<file path="config.mk">
export PLATFORM = sky130hd
export DESIGN_NAME = button_debounce_press_classifier_unit_flat
export DESIGN_NICKNAME = d
export VERILOG_FILES = /design/src/sv/bdpc_pkg.sv /design/src/sv/bdpc_intf.sv /design/src/sv/button_debounce_press_classifier_unit.sv /design/src/sv/bdpc_cfg_regs.sv /design/src/sv/bdpc_tick_engine.sv /design/src/flat_wrapper.sv
export SDC_FILE = /design/constraint.sdc
export NUM_CORES = 1
export LEC_CHECK = 0
export BUFFER_PORTS_ARGS = -buffer_cell sky130_fd_sc_hd__clkbuf_2
export CAP_MARGIN = 20
export CORE_MARGIN = 2
export CORE_UTILIZATION = 55
export DETAILED_ROUTE_END_ITERATION = 7
export PLACE_DENSITY = 0.75
export SLEW_MARGIN = 20
export SYNTH_ARGS = -nofsm -noshare
export SYNTH_HDL_FRONTEND = slang
export SYNTH_HIERARCHICAL = 1
export SYNTH_SLANG_ARGS = --single-unit
</file>
<file path="constraint.sdc">
create_clock -name i_clk -period 3.9 [get_ports i_clk]
set_input_delay 0.195 -clock i_clk [delete_from_list [all_inputs] [get_ports i_clk]]
set_output_delay 0.195 -clock i_clk [all_outputs]
set_load 0.03 [all_outputs]
</file>
<file path="src/sv/bdpc_pkg.sv">
// Package for the button debounce and press classifier.
// Holds widths, register indexes, reset values and the config/result structs.
// No dependencies; every other file uses it by scoped names.
package bdpc_pkg;

    // Widths of the stored state
    localparam int PRESS_TIMER_BITS = 16;
    localparam int CHANGE_BITS      = 10;
    localparam int DEBOUNCE_BITS    = 10;
    localparam int LONG_BITS        = 16;
    localparam int MODE_BITS        = 5;
    localparam int EVENT_BITS       = 2;

    // Compare width for press duration against the long-press time
    localparam int CMP_BITS = (PRESS_TIMER_BITS > LONG_BITS) ? PRESS_TIMER_BITS : LONG_BITS;

    // Configuration port
    localparam int CFG_INDEX_BITS = 2;
    localparam int CFG_DATA_BITS  = 16;

    typedef enum logic [CFG_INDEX_BITS-1:0] {
        CFG_DEBOUNCE   = 2'd0,
        CFG_LONG_PRESS = 2'd1,
        CFG_LAST_MODE  = 2'd2
    } t_cfg_index;

    // Register reset values
    localparam logic [DEBOUNCE_BITS-1:0] DEBOUNCE_RESET   = DEBOUNCE_BITS'(50);
    localparam logic [LONG_BITS-1:0]     LONG_PRESS_RESET = LONG_BITS'(10000);
    localparam logic [MODE_BITS-1:0]     LAST_MODE_RESET  = MODE_BITS'(21);

    // Event codes
    typedef enum logic [EVENT_BITS-1:0] {
        EV_NONE  = 2'd0,
        EV_SHORT = 2'd1,
        EV_LONG  = 2'd2
    } t_event;

    // Pin levels (active-low button)
    localparam logic LEVEL_RELEASED = 1'b1;
    localparam logic LEVEL_PRESSED  = 1'b0;

    typedef struct packed {
        logic [DEBOUNCE_BITS-1:0] debounce_ticks;
        logic [LONG_BITS-1:0]     long_press_ticks;
        logic [MODE_BITS-1:0]     last_mode;
    } t_cfg;

    typedef struct packed {
        t_event               event_kind;
        logic [MODE_BITS-1:0] mode_number;
        logic                 stable_level;
    } t_result;

endpackage

</file>
<file path="src/sv/bdpc_intf.sv">
// Handshake interfaces for the button debounce and press classifier.
// Sample stream in, result stream out, register write channel.
// Depends on bdpc_pkg.
interface bdpc_in_if;
    logic valid;
    logic ready;
    logic button_level;

    modport source (output valid, output button_level, input ready);
    modport sink   (input valid, input button_level, output ready);
endinterface

interface bdpc_out_if;
    logic                           valid;
    logic                           ready;
    logic [bdpc_pkg::EVENT_BITS-1:0] event_kind;
    logic [bdpc_pkg::MODE_BITS-1:0]  mode_number;
    logic                           stable_level;

    modport source (output valid, output event_kind, output mode_number,
                    output stable_level, input ready);
    modport sink   (input valid, input event_kind, input mode_number,
                    input stable_level, output ready);
endinterface

interface bdpc_cfg_if;
    logic                                valid;
    logic                                ready;
    logic [bdpc_pkg::CFG_INDEX_BITS-1:0] index;
    logic [bdpc_pkg::CFG_DATA_BITS-1:0]  data;

    modport source (output valid, output index, output data, input ready);
    modport sink   (input valid, input index, input data, output ready);
endinterface

</file>
<file path="src/sv/button_debounce_press_classifier_unit.sv">
// Button debounce and short/long press classifier, top level.
// A sample goes through the input register, then the result register.
// Throughput: one sample per cycle while o_res.ready is high; the input
// and result registers each hand off in the cycle the next frees up.
// Reset (synchronous, active low): state to released, counters to zero,
// registers to their defaults; both stages empty. Depends on bdpc_pkg.
module button_debounce_press_classifier_unit (
    input  logic      i_clk,
    input  logic      i_rst_n,
    bdpc_in_if.sink   i_in,
    bdpc_out_if.source o_res,
    bdpc_cfg_if.sink  i_cfg
);

    logic              r_in_vld;
    logic              r_in_level;
    logic              r_out_vld;
    bdpc_pkg::t_result r_out;

    logic              advance;
    logic              in_take;
    bdpc_pkg::t_cfg    cfg;
    bdpc_pkg::t_result result;

    // Register writes are always taken
    assign i_cfg.ready = 1'b1;

    bdpc_cfg_regs u_cfg_regs (
        .i_clk   (i_clk),
        .i_rst_n (i_rst_n),
        .i_wr    (i_cfg.valid),
        .i_index (i_cfg.index),
        .i_data  (i_cfg.data),
        .o_cfg   (cfg)
    );

    // Move a sample forward when the result register is free or draining
    assign advance    = r_in_vld && (!r_out_vld || o_res.ready);
    assign i_in.ready = !r_in_vld || advance;
    assign in_take    = i_in.valid && i_in.ready;

    bdpc_tick_engine u_tick_engine (
        .i_clk    (i_clk),
        .i_rst_n  (i_rst_n),
        .i_advance(advance),
        .i_level  (r_in_level),
        .i_cfg    (cfg),
        .o_result (result)
    );

    // Input register
    always_ff @(posedge i_clk) begin
        if (!i_rst_n) begin
            r_in_vld <= 1'b0;
        end else if (in_take) begin
            r_in_vld <= 1'b1;
        end else if (advance) begin
            r_in_vld <= 1'b0;
        end
    end

    always_ff @(posedge i_clk) begin
        if (in_take) begin
            r_in_level <= i_in.button_level;
        end
    end

    // Result register
    always_ff @(posedge i_clk) begin
        if (!i_rst_n) begin
            r_out_vld <= 1'b0;
        end else if (advance) begin
            r_out_vld <= 1'b1;
        end else if (o_res.ready) begin
            r_out_vld <= 1'b0;
        end
    end

    always_ff @(posedge i_clk) begin
        if (advance) begin
            r_out <= result;
        end
    end

    assign o_res.valid        = r_out_vld;
    assign o_res.event_kind   = r_out.event_kind;
    assign o_res.mode_number  = r_out.mode_number;
    assign o_res.stable_level = r_out.stable_level;

    // A short press is only reported on a release
    a_short_released: assert property (@(posedge i_clk) disable iff (!i_rst_n)
        (r_out_vld && r_out.event_kind == bdpc_pkg::EV_SHORT)
        |-> (r_out.stable_level == bdpc_pkg::LEVEL_RELEASED))
        else $error("short press reported while level is pressed");

    // A long press is only reported while held
    a_long_pressed: assert property (@(posedge i_clk) disable iff (!i_rst_n)
        (r_out_vld && r_out.event_kind == bdpc_pkg::EV_LONG)
        |-> (r_out.stable_level == bdpc_pkg::LEVEL_PRESSED))
        else $error("long press reported while level is released");

    // Input stalls only while a sample waits in the input register
    a_stall_has_cause: assert property (@(posedge i_clk) disable iff (!i_rst_n)
        !i_in.ready |-> (r_in_vld && r_out_vld && !o_res.ready))
        else $error("input stalled without a blocked sample");

    // Every advance leaves a result word behind
    a_advance_fills: assert property (@(posedge i_clk) disable iff (!i_rst_n)
        advance |=> r_out_vld)
        else $error("advanced sample did not reach the result register");

endmodule

</file>
<file path="src/sv/bdpc_cfg_regs.sv">
// Configuration registers: debounce time, long-press time, last mode.
// Writes at unknown indexes are dropped. Depends on bdpc_pkg.
module bdpc_cfg_regs (
    input  logic            i_clk,
    input  logic            i_rst_n,
    input  logic            i_wr,
    input  logic [bdpc_pkg::CFG_INDEX_BITS-1:0] i_index,
    input  logic [bdpc_pkg::CFG_DATA_BITS-1:0]  i_data,
    output bdpc_pkg::t_cfg  o_cfg
);

    bdpc_pkg::t_cfg r_cfg;

    // Decode the index and load the addressed register
    always_ff @(posedge i_clk) begin
        if (!i_rst_n) begin
            r_cfg.debounce_ticks   <= bdpc_pkg::DEBOUNCE_RESET;
            r_cfg.long_press_ticks <= bdpc_pkg::LONG_PRESS_RESET;
            r_cfg.last_mode        <= bdpc_pkg::LAST_MODE_RESET;
        end else if (i_wr) begin
            unique case (bdpc_pkg::t_cfg_index'(i_index))
                bdpc_pkg::CFG_DEBOUNCE: begin
                    r_cfg.debounce_ticks <= i_data[bdpc_pkg::DEBOUNCE_BITS-1:0];
                end
                bdpc_pkg::CFG_LONG_PRESS: begin
                    r_cfg.long_press_ticks <= i_data[bdpc_pkg::LONG_BITS-1:0];
                end
                bdpc_pkg::CFG_LAST_MODE: begin
                    r_cfg.last_mode <= i_data[bdpc_pkg::MODE_BITS-1:0];
                end
                default: begin
                    r_cfg <= r_cfg;
                end
            endcase
        end
    end

    assign o_cfg = r_cfg;

endmodule

</file>
<file path="src/sv/bdpc_tick_engine.sv">
// Per-tick state update: change counter, debounced level, press timer,
// long-press flag and mode counter. Depends on bdpc_pkg.
module bdpc_tick_engine (
    input  logic               i_clk,
    input  logic               i_rst_n,
    input  logic               i_advance,
    input  logic               i_level,
    input  bdpc_pkg::t_cfg     i_cfg,
    output bdpc_pkg::t_result  o_result
);

    localparam logic [bdpc_pkg::CHANGE_BITS-1:0] CHANGE_MAX = '1;
    localparam logic [bdpc_pkg::PRESS_TIMER_BITS-1:0] PRESS_MAX = '1;

    logic                                  r_prev_raw;
    logic [bdpc_pkg::CHANGE_BITS-1:0]      r_change;
    logic                                  r_stable;
    logic [bdpc_pkg::PRESS_TIMER_BITS-1:0] r_press;
    logic                                  r_long_done;
    logic [bdpc_pkg::MODE_BITS-1:0]        r_mode;

    logic [bdpc_pkg::CHANGE_BITS-1:0]      n_change;
    logic                                  n_stable;
    logic [bdpc_pkg::PRESS_TIMER_BITS-1:0] n_press;
    logic                                  n_long_done;
    logic [bdpc_pkg::MODE_BITS-1:0]        n_mode;
    bdpc_pkg::t_event                      n_event;

    logic                                  settled;
    logic [bdpc_pkg::PRESS_TIMER_BITS-1:0] press_inc;
    logic [bdpc_pkg::MODE_BITS:0]          mode_inc;
    logic                                  press_short;
    logic                                  press_long;

    // Compute the next state for the sample in the input register
    always_comb begin
        press_inc = (r_press != PRESS_MAX) ? r_press + 1'b1 : r_press;

        if (i_level != r_prev_raw) begin
            n_change = '0;
        end else if (r_change != CHANGE_MAX) begin
            n_change = r_change + 1'b1;
        end else begin
            n_change = r_change;
        end

        settled     = n_change > i_cfg.debounce_ticks;
        press_short = bdpc_pkg::CMP_BITS'(press_inc)
                      < bdpc_pkg::CMP_BITS'(i_cfg.long_press_ticks);
        mode_inc    = {1'b0, r_mode} + 1'b1;

        n_stable    = r_stable;
        n_press     = press_inc;
        n_long_done = r_long_done;
        n_mode      = r_mode;
        n_event     = bdpc_pkg::EV_NONE;

        // Accept the new level; a press restarts the timer, a release may count
        if (settled && (i_level != r_stable)) begin
            n_stable = i_level;
            if (i_level == bdpc_pkg::LEVEL_PRESSED) begin
                n_press     = '0;
                n_long_done = 1'b0;
            end else if (!r_long_done && press_short) begin
                n_mode  = (mode_inc > {1'b0, i_cfg.last_mode}) ? '0
                          : mode_inc[bdpc_pkg::MODE_BITS-1:0];
                n_event = bdpc_pkg::EV_SHORT;
            end
        end

        // Report the long press once per press
        press_long = bdpc_pkg::CMP_BITS'(n_press)
                     >= bdpc_pkg::CMP_BITS'(i_cfg.long_press_ticks);
        if (settled && (n_stable == bdpc_pkg::LEVEL_PRESSED) && !n_long_done
            && press_long) begin
            n_long_done = 1'b1;
            n_event     = bdpc_pkg::EV_LONG;
        end

        o_result.event_kind   = n_event;
        o_result.mode_number  = n_mode;
        o_result.stable_level = n_stable;
    end

    // Commit state when the sample moves to the result register
    always_ff @(posedge i_clk) begin
        if (!i_rst_n) begin
            r_prev_raw  <= bdpc_pkg::LEVEL_RELEASED;
            r_change    <= '0;
            r_stable    <= bdpc_pkg::LEVEL_RELEASED;
            r_press     <= '0;
            r_long_done <= 1'b0;
            r_mode      <= '0;
        end else if (i_advance) begin
            r_prev_raw  <= i_level;
            r_change    <= n_change;
            r_stable    <= n_stable;
            r_press     <= n_press;
            r_long_done <= n_long_done;
            r_mode      <= n_mode;
        end
    end

endmodule
</file>
<file path="src/flat_wrapper.sv">
// flat-port wrapper written by rule: the top's interface ports become plain ports
module button_debounce_press_classifier_unit_flat 
  (i_clk, i_rst_n, i_in_valid, i_in_button_level, i_in_ready, o_res_valid, o_res_event_kind, o_res_mode_number, o_res_stable_level, o_res_ready, i_cfg_valid, i_cfg_index, i_cfg_data, i_cfg_ready);
  bdpc_in_if i_in_i ();
  bdpc_out_if o_res_i ();
  bdpc_cfg_if i_cfg_i ();
  input  logic i_clk;
  input  logic i_rst_n;
  input wire logic [$bits(i_in_i.valid)-1:0] i_in_valid;
  input wire logic [$bits(i_in_i.button_level)-1:0] i_in_button_level;
  output wire logic [$bits(i_in_i.ready)-1:0] i_in_ready;
  output wire logic [$bits(o_res_i.valid)-1:0] o_res_valid;
  output wire logic [$bits(o_res_i.event_kind)-1:0] o_res_event_kind;
  output wire logic [$bits(o_res_i.mode_number)-1:0] o_res_mode_number;
  output wire logic [$bits(o_res_i.stable_level)-1:0] o_res_stable_level;
  input wire logic [$bits(o_res_i.ready)-1:0] o_res_ready;
  input wire logic [$bits(i_cfg_i.valid)-1:0] i_cfg_valid;
  input wire logic [$bits(i_cfg_i.index)-1:0] i_cfg_index;
  input wire logic [$bits(i_cfg_i.data)-1:0] i_cfg_data;
  output wire logic [$bits(i_cfg_i.ready)-1:0] i_cfg_ready;
  assign i_in_i.valid = i_in_valid;
  assign i_in_i.button_level = i_in_button_level;
  assign i_in_ready = i_in_i.ready;
  assign o_res_valid = o_res_i.valid;
  assign o_res_event_kind = o_res_i.event_kind;
  assign o_res_mode_number = o_res_i.mode_number;
  assign o_res_stable_level = o_res_i.stable_level;
  assign o_res_i.ready = o_res_ready;
  assign i_cfg_i.valid = i_cfg_valid;
  assign i_cfg_i.index = i_cfg_index;
  assign i_cfg_i.data = i_cfg_data;
  assign i_cfg_ready = i_cfg_i.ready;
  button_debounce_press_classifier_unit u_core (.i_clk(i_clk), .i_rst_n(i_rst_n), .i_in(i_in_i), .o_res(o_res_i), .i_cfg(i_cfg_i));
endmodule
</file>
==> impl_metrics.tcl, run 1 <==
set metrics [dict create \
    outcome "finished with violations" \
    violations "negative setup slack" \
    ys_seq_elements 76 \
    antenna_found_initial 0 \
    rsz0062_at_grt "true" \
    r2r_start "u_core/u_tick_engine/r_change[0]$_SDFFE_PN0P_" \
    tightest_slew_ns 0.9040 \
    routedWlPerCell_um 17.18 \
    path_clk_slew_ns 0.09 \
    die_h_um 100 \
    dp_slack_ns -0.1497 \
    critPathKind "register to register" \
    synth_top_area_frac 0.2646 \
    numCtsBuffers 9 \
    clk_path_buf_depth 2 \
    yosys_warnings 6 \
    n_fill_cell 743 \
    p_leak_uw 0.002723 \
    clock-sinks 76 \
    hold_depth 3 \
    grt_pass1_vias 4288 \
    critPathRequiredTime_ns 4.01 \
    synth_xor_area_frac 0.03974 \
    fin_crit_sh 1.023 \
    cp_max_fo 5 \
    whs_ns 0.06332 \
    vdd_ir_drop_max_mv 0.2354 \
    drc_errors 0 \
    min_from "i_cfg_data[11]" \
    hold_viol_final 0 \
    initial_core_util 0.5565 \
    layout_commonest_cell "nand2_1" \
    grt_pass1_wl_um 20520 \
    grt_max_degree 57 \
    cp-end-kind "register" \
    synthSimpleGateAreaFrac 0.2528 \
    max_freq_mhz 250.7 \
    clockRootBuffer "clkbuf_8" \
    fin_nets 714 \
    vias_per_cell 5.859 \
    worstHoldPathType "input pin to register" \
    drv_slew 0 \
    ff2ff_path_depth 20 \
    start_kind "register" \
    synth_compound_area_frac 0.1205 \
    setup_ws_ns -0.08937 \
    place_inst 726 \
    rows 35 \
    dpl.hpwl_um 9230 \
    cts_tree "done" \
    synth_top_family_by_area "simple AND/OR/NAND/NOR gates" \
    synth_top_area_cell "dfxtp_1" \
    maxCapViolations 0 \
    dieArea_um2 10000 \
    synth_fa_ha_area_frac 0.1210 \
    fin_crit_ns 3.989 \
    die_x_um 100 \
    cp.arrival_ns 4.10 \
    drt-total-wl_um 13010 \
    synth-edff-count 9 \
    port_buffers 33 \
    cp-startpoint "u_core/u_tick_engine/r_change[0]$_SDFFE_PN0P_" \
    netlist_instances 575 \
    syn_area_um2 5069 \
    overflow 0 \
    relSlewSlack 0.3973 \
    synth.distinct_cells 62 \
    powerDensity_nw_per_um2 273.9 \
    gp_congestion 0.9092 \
    vias 4435 \
    synth_top_flop_cell "dfxtp_1" \
    first_iter_violations 335 \
    stdcell_area_um2 6052 \
    track_usage 0.2608 \
    synthTopCellsByArea "dfxtp_1 (26%), ha_1 (12%), mux2i_1 (7.1%)" \
    avgSynthCellArea_um2 8.815 \
    ys_async_sr_fraction 0 \
    place_area_um2 5554 \
    area_delta_synth_final_pct 19.40 \
    fin_cells 757 \
    syn_nets 648 \
    io_pins 35 \
    clock_latency_ns 0.35 \
    ant_nets 0 \
    dr.pass1.iters 5 \
    antenna_cells 0 \
    setup_violations 2 \
    core_area_um2 9109 \
    seq_area_frac_synth 0.3179 \
    synthMuxAreaShare 0.07776 \
    drive_above_1_share 0.2508 \
    final_cell_mix "nand2_1 (66), dfxtp_1 (63), buf_4 (48), inv_1 (46), ha_1 (42)" \
    fin_skew_ns 0.01361 \
    htree_levels 3 \
]
through the flow:
step	util	power [uW]	TNS [ns]
after floorplan	-	957.3	0
after global placement	0.6098	1002	-0.06599
after detailed placement	0.6098	1009	-0.2246
after CTS	0.6441	1658	-0.1124
after global routing	0.6644	1726	-0.5595
final	0.6644	1658	-0.1066
layer usage:
layer	vias up	GRT usage	share of wire
li1	2149	-	-
met1	2106	0.3303	0.44
met2	146	0.4491	0.49
met3	34	0.04875	0.048
met4	0	0.08641	0.024
met5	-	0	0
synth_stat cells, types with 4 or more instances:
master	n
a211oi_1	5
a21boi_0	4
a21o_1	4
a21oi_1	16
a22o_1	10
a31oi_1	6
and2_1	16
buf_2	5
buf_4	6
buf_6	4
clkbuf_1	14
dfxtp_1	67
edfxtp_1	9
ha_1	49
inv_1	46
mux2i_1	36
nand2_1	70
nand2b_1	4
nand3_1	21
nand3b_1	9
nand4_1	12
nand4b_1	6
nor2_1	15
nor2b_1	28
nor3_1	11
o211ai_1	9
o21ai_0	17
or3b_2	4
xnor2_1	11
xor2_1	12
registers in the layout (all words and copies together), names as in the netlist, 2 cells and up:
name / flops
u_core/o_res.mode_number: 5
u_core/o_res.event_kind: 2
u_core/u_tick_engine/r_mode: 5
u_core/u_tick_engine/r_press: 16
u_core/u_tick_engine/r_change: 10
u_core/u_cfg_regs/o_cfg: 31
repair_timing:
| item | in CTS | in global routing |
|---|---|---|
| cloned | 1 | 0 |
| endpoints found under the hold margin | 0 | 1 |
| setup buffers | 8 | 7 |
| hold buffers | 0 | 1 |
| gates resized for setup | 9 | 27 |
| pin swaps | 10 | 19 |
| endpoints found under the setup margin | 2 | 12 |
logic make-up (layout without fill, tap and decap cells):
group / after synthesis / count (layout)
simple gates: 222 / 223
compound gates: 89 / 89
flops: 76 / 76
buf+inv: 76 / 146
fa+ha+maj: 49 / 49
mux: 39 / 39
xor+xnor: 23 / 23
other cells: 1 / 1
area by class of cell:
| class | count | area, um2 | area share |
|---|---|---|---|
| Inverter | 46 | 172.7 | 0.02853 |
| Timing Repair Buffer | 84 | 558.0 | 0.09221 |
| Sequential cell | 76 | 1619 | 0.2675 |
| Clock buffer | 10 | 137.6 | 0.02274 |
| Tap cell | 111 | 138.9 | 0.02295 |
| Clock inverter | 6 | 70.07 | 0.01158 |
| Multi-Input combinational cell | 424 | 3356 | 0.5545 |
worst max-delay path, cell delays in order (launching register included):
cell	delay [ns]
dfxtp_2	0.36
ha_4	0.15
nand3_2	0.06
or3_4	0.41
buf_6	0.15
mux2i_1	0.14
nor2_1	0.09
ha_1	0.34
nor2b_4	0.13
o21bai_1	0.13
nand4_1	0.19
and3_4	0.27
nand2_4	0.10
nand2_4	0.06
ha_4	0.21
nand2b_4	0.13
a211oi_2	0.21
o221ai_1	0.15
a211oi_1	0.24
o31a_1	0.17
nor2_1	0.04
report_power, final:
part	total, uW	internal (uW)	switching, uW
registers	822	809	13.3
clock network	645	320	326
logic	190	78.1	112
path summary, 6_finish.rpt:
| kind | endpoint | slack, ns |
|---|---|---|
| hold / removal | u_core/u_cfg_regs/o_cfg[16]$_SDFFE_PN0P_ | 0.06 |
| setup / recovery | u_core/o_res.event_kind[1]$_DFFE_PP_ | -0.09 |
| hold reg to reg | u_core/u_cfg_regs/o_cfg[29]$_SDFFE_PN0P_ | 0.46 |
| setup reg to reg | u_core/o_res.event_kind[1]$_DFFE_PP_ | -0.09 |
Power figures use the tool's default switching activity.
==> run 2: changes to the inputs <==
Settings changed: CORE_ASPECT_RATIO from default to 1.25, CORE_UTILIZATION 55 to 60, PLACE_DENSITY 0.75 to 0.77.
Clock period 3.9 ns to 4.2 ns, I/O delays scaled along.
==> impl_metrics.tcl, run 2 (synthesis gave the netlist of run 1 again) <==
set metrics [dict create \
    initial_core_util 0.6151 \
    setup_violations 0 \
    drive_above_1_share 0.1821 \
    grt_pass1_vias 4303 \
    final_core_util 0.6971 \
    drv_slew 0 \
    antenna_cells 0 \
    critPathKind "register to register" \
    cp.arrival_ns 4.24 \
    largest_reg_flops 31 \
    dr.pass1.iters 5 \
    clockRootBuffer "clkbuf_8" \
    clock_latency_ns 0.36 \
    rsz0062_at_grt "true" \
    hold_viol_final 0 \
    maxCapViolations 0 \
    path_clk_slew_ns 0.08 \
    clock-sinks 76 \
    vdd_ir_drop_max_mv 0.2805 \
    fin_skew_ns 0.009040 \
    stdcell_area_um2 5744 \
    htree_levels 3 \
    cts_hold_buf 0 \
    n_fill_cell 642 \
    vias_per_cell 5.964 \
    worstHoldPathType "input pin to register" \
    die_x_um 86.21 \
    first_iter_violations 237 \
    core_area_um2 8240 \
    outcome "finished, final reports clean" \
    gp_congestion 1.025 \
    grt_max_degree 64 \
    p_leak_uw 0.002606 \
    relSlewSlack 0.4200 \
    dpl.hpwl_um 8786 \
    max_freq_mhz 242.6 \
    drc_errors 0 \
    rows 37 \
    track_usage 0.2701 \
    layout_commonest_cell "nand2_1" \
    numCtsBuffers 9 \
    start_kind "register" \
    port_buffers 33 \
    vias 4312 \
    antenna_found_initial 0 \
    tightest_slew_ns 0.8701 \
    cp_max_fo 6 \
    final_cell_mix "nand2_1 (69), dfxtp_1 (65), ha_1 (48), inv_1 (46), mux2i_1 (36)" \
    clk_path_buf_depth 2 \
    fin_crit_ns 4.121 \
    area_delta_synth_final_pct 13.33 \
    place_area_um2 5415 \
    grt_pass1_wl_um 19890 \
    io_pins 35 \
    overflow 0 \
    cts_tree "done" \
    ant_nets 0 \
    drt-total-wl_um 12100 \
    cp-end-kind "register" \
    fin_crit_sh 0.9812 \
    dieArea_um2 9203 \
    fin_nets 694 \
    powerDensity_nw_per_um2 273.0 \
    routedWlPerCell_um 16.73 \
    critPathRequiredTime_ns 4.32 \
    die_h_um 106.8 \
]
-- run 2: cell types whose count changed in the layout (fill, tap and decap cells not counted), moves of 4 or more --
| cell | delta |
|---|---|
| and2_1 | +5 |
| and2_4 | -5 |
| buf_4 | -17 |
| ha_1 | +6 |
| ha_4 | -6 |
| nand2_4 | -4 |
-- run 2: report_power, final --
group | total (uW) | internal [uW] | switching (uW) | leakage, uW
Sequential | 765 | 752 | 13.6 | 0.000627
Combinational | 152 | 60.5 | 91.2 | 0.00186
Clock | 651 | 363 | 288 | 0.000119
Total | 1570 | 1180 | 393 | 0.00261
-- run 2: metrics by stage --
stage	setup slack (ns)	total power (uW)	hold WS [ns]	TNS, ns	cells
6_report	0.07881	1568	0.02800	0	723
2_1_floorplan	0.01127	887.0	0.3089	0	575
5_1_grt	-0.07966	1627	0.009982	-0.1436	723
4_1_cts	0.02629	1580	0.01111	0	722
3_5_place_dp	-0.1147	929.8	0.3926	-0.2123	706
3_3_place_gp	0.03647	924.5	0.3917	0	706
-- run 2: final cells by class --
class,instances,area [um2],area share
clock buffer,12,187.7,0.03267
clock inverter,4,51.30,0.008931
inverter,46,172.7,0.03006
multi-input combinational,423,3188,0.5550
sequential,76,1614,0.2810
tap,97,121.4,0.02113
timing repair buffer,65,409.1,0.07123
-- run 2: per-layer routing --
layer / share of wire / global-route usage
met1: 0.43 / 0.3275
met4: 0.033 / 0.1250
met3: 0.035 / 0.04157
met5: 0 / 0
met2: 0.50 / 0.4657
-- run 2: worst paths after layout --
check,from,end,slack (ns),cells after the start
worst max-delay path,u_core/u_tick_engine/r_change[1]$_SDFFE_PN0P_,u_core/o_res.event_kind[1]$_DFFE_PP_,0.08,18
worst max register to register,u_core/u_tick_engine/r_change[1]$_SDFFE_PN0P_,u_core/o_res.event_kind[1]$_DFFE_PP_,0.08,18
worst min register to register,u_core/u_cfg_regs/o_cfg[17]$_SDFFE_PN0P_,u_core/u_cfg_regs/o_cfg[17]$_SDFFE_PN0P_,0.46,2
worst min-delay path,i_in_button_level,u_core/r_in_level$_DFFE_PP_,0.03,1
-- run 2: worst max-delay path, cell delays in order (launching register included) --
cell and delay (ns):
dfxtp_2 0.36, ha_4 0.14, nand3_1 0.11, or3_4 0.37, buf_4 0.17, a21oi_1 0.18, ha_1 0.29, a221oi_1 0.32
nand4_1 0.18, buf_4 0.18, and4_2 0.29, nor2b_1 0.16, ha_1 0.26, a21oi_1 0.14, o21ai_0 0.11, buf_4 0.15
a211oi_1 0.22, o31a_1 0.19, nor2_1 0.06
-- run 2: what timing repair did --
| action | CTS | global route |
|---|---|---|
| buffers inserted | 0 | 1 |
| pin swaps | 0 | 10 |
| resized for setup | 3 | 14 |
| endpoints found under the setup margin | 2 | 5 |
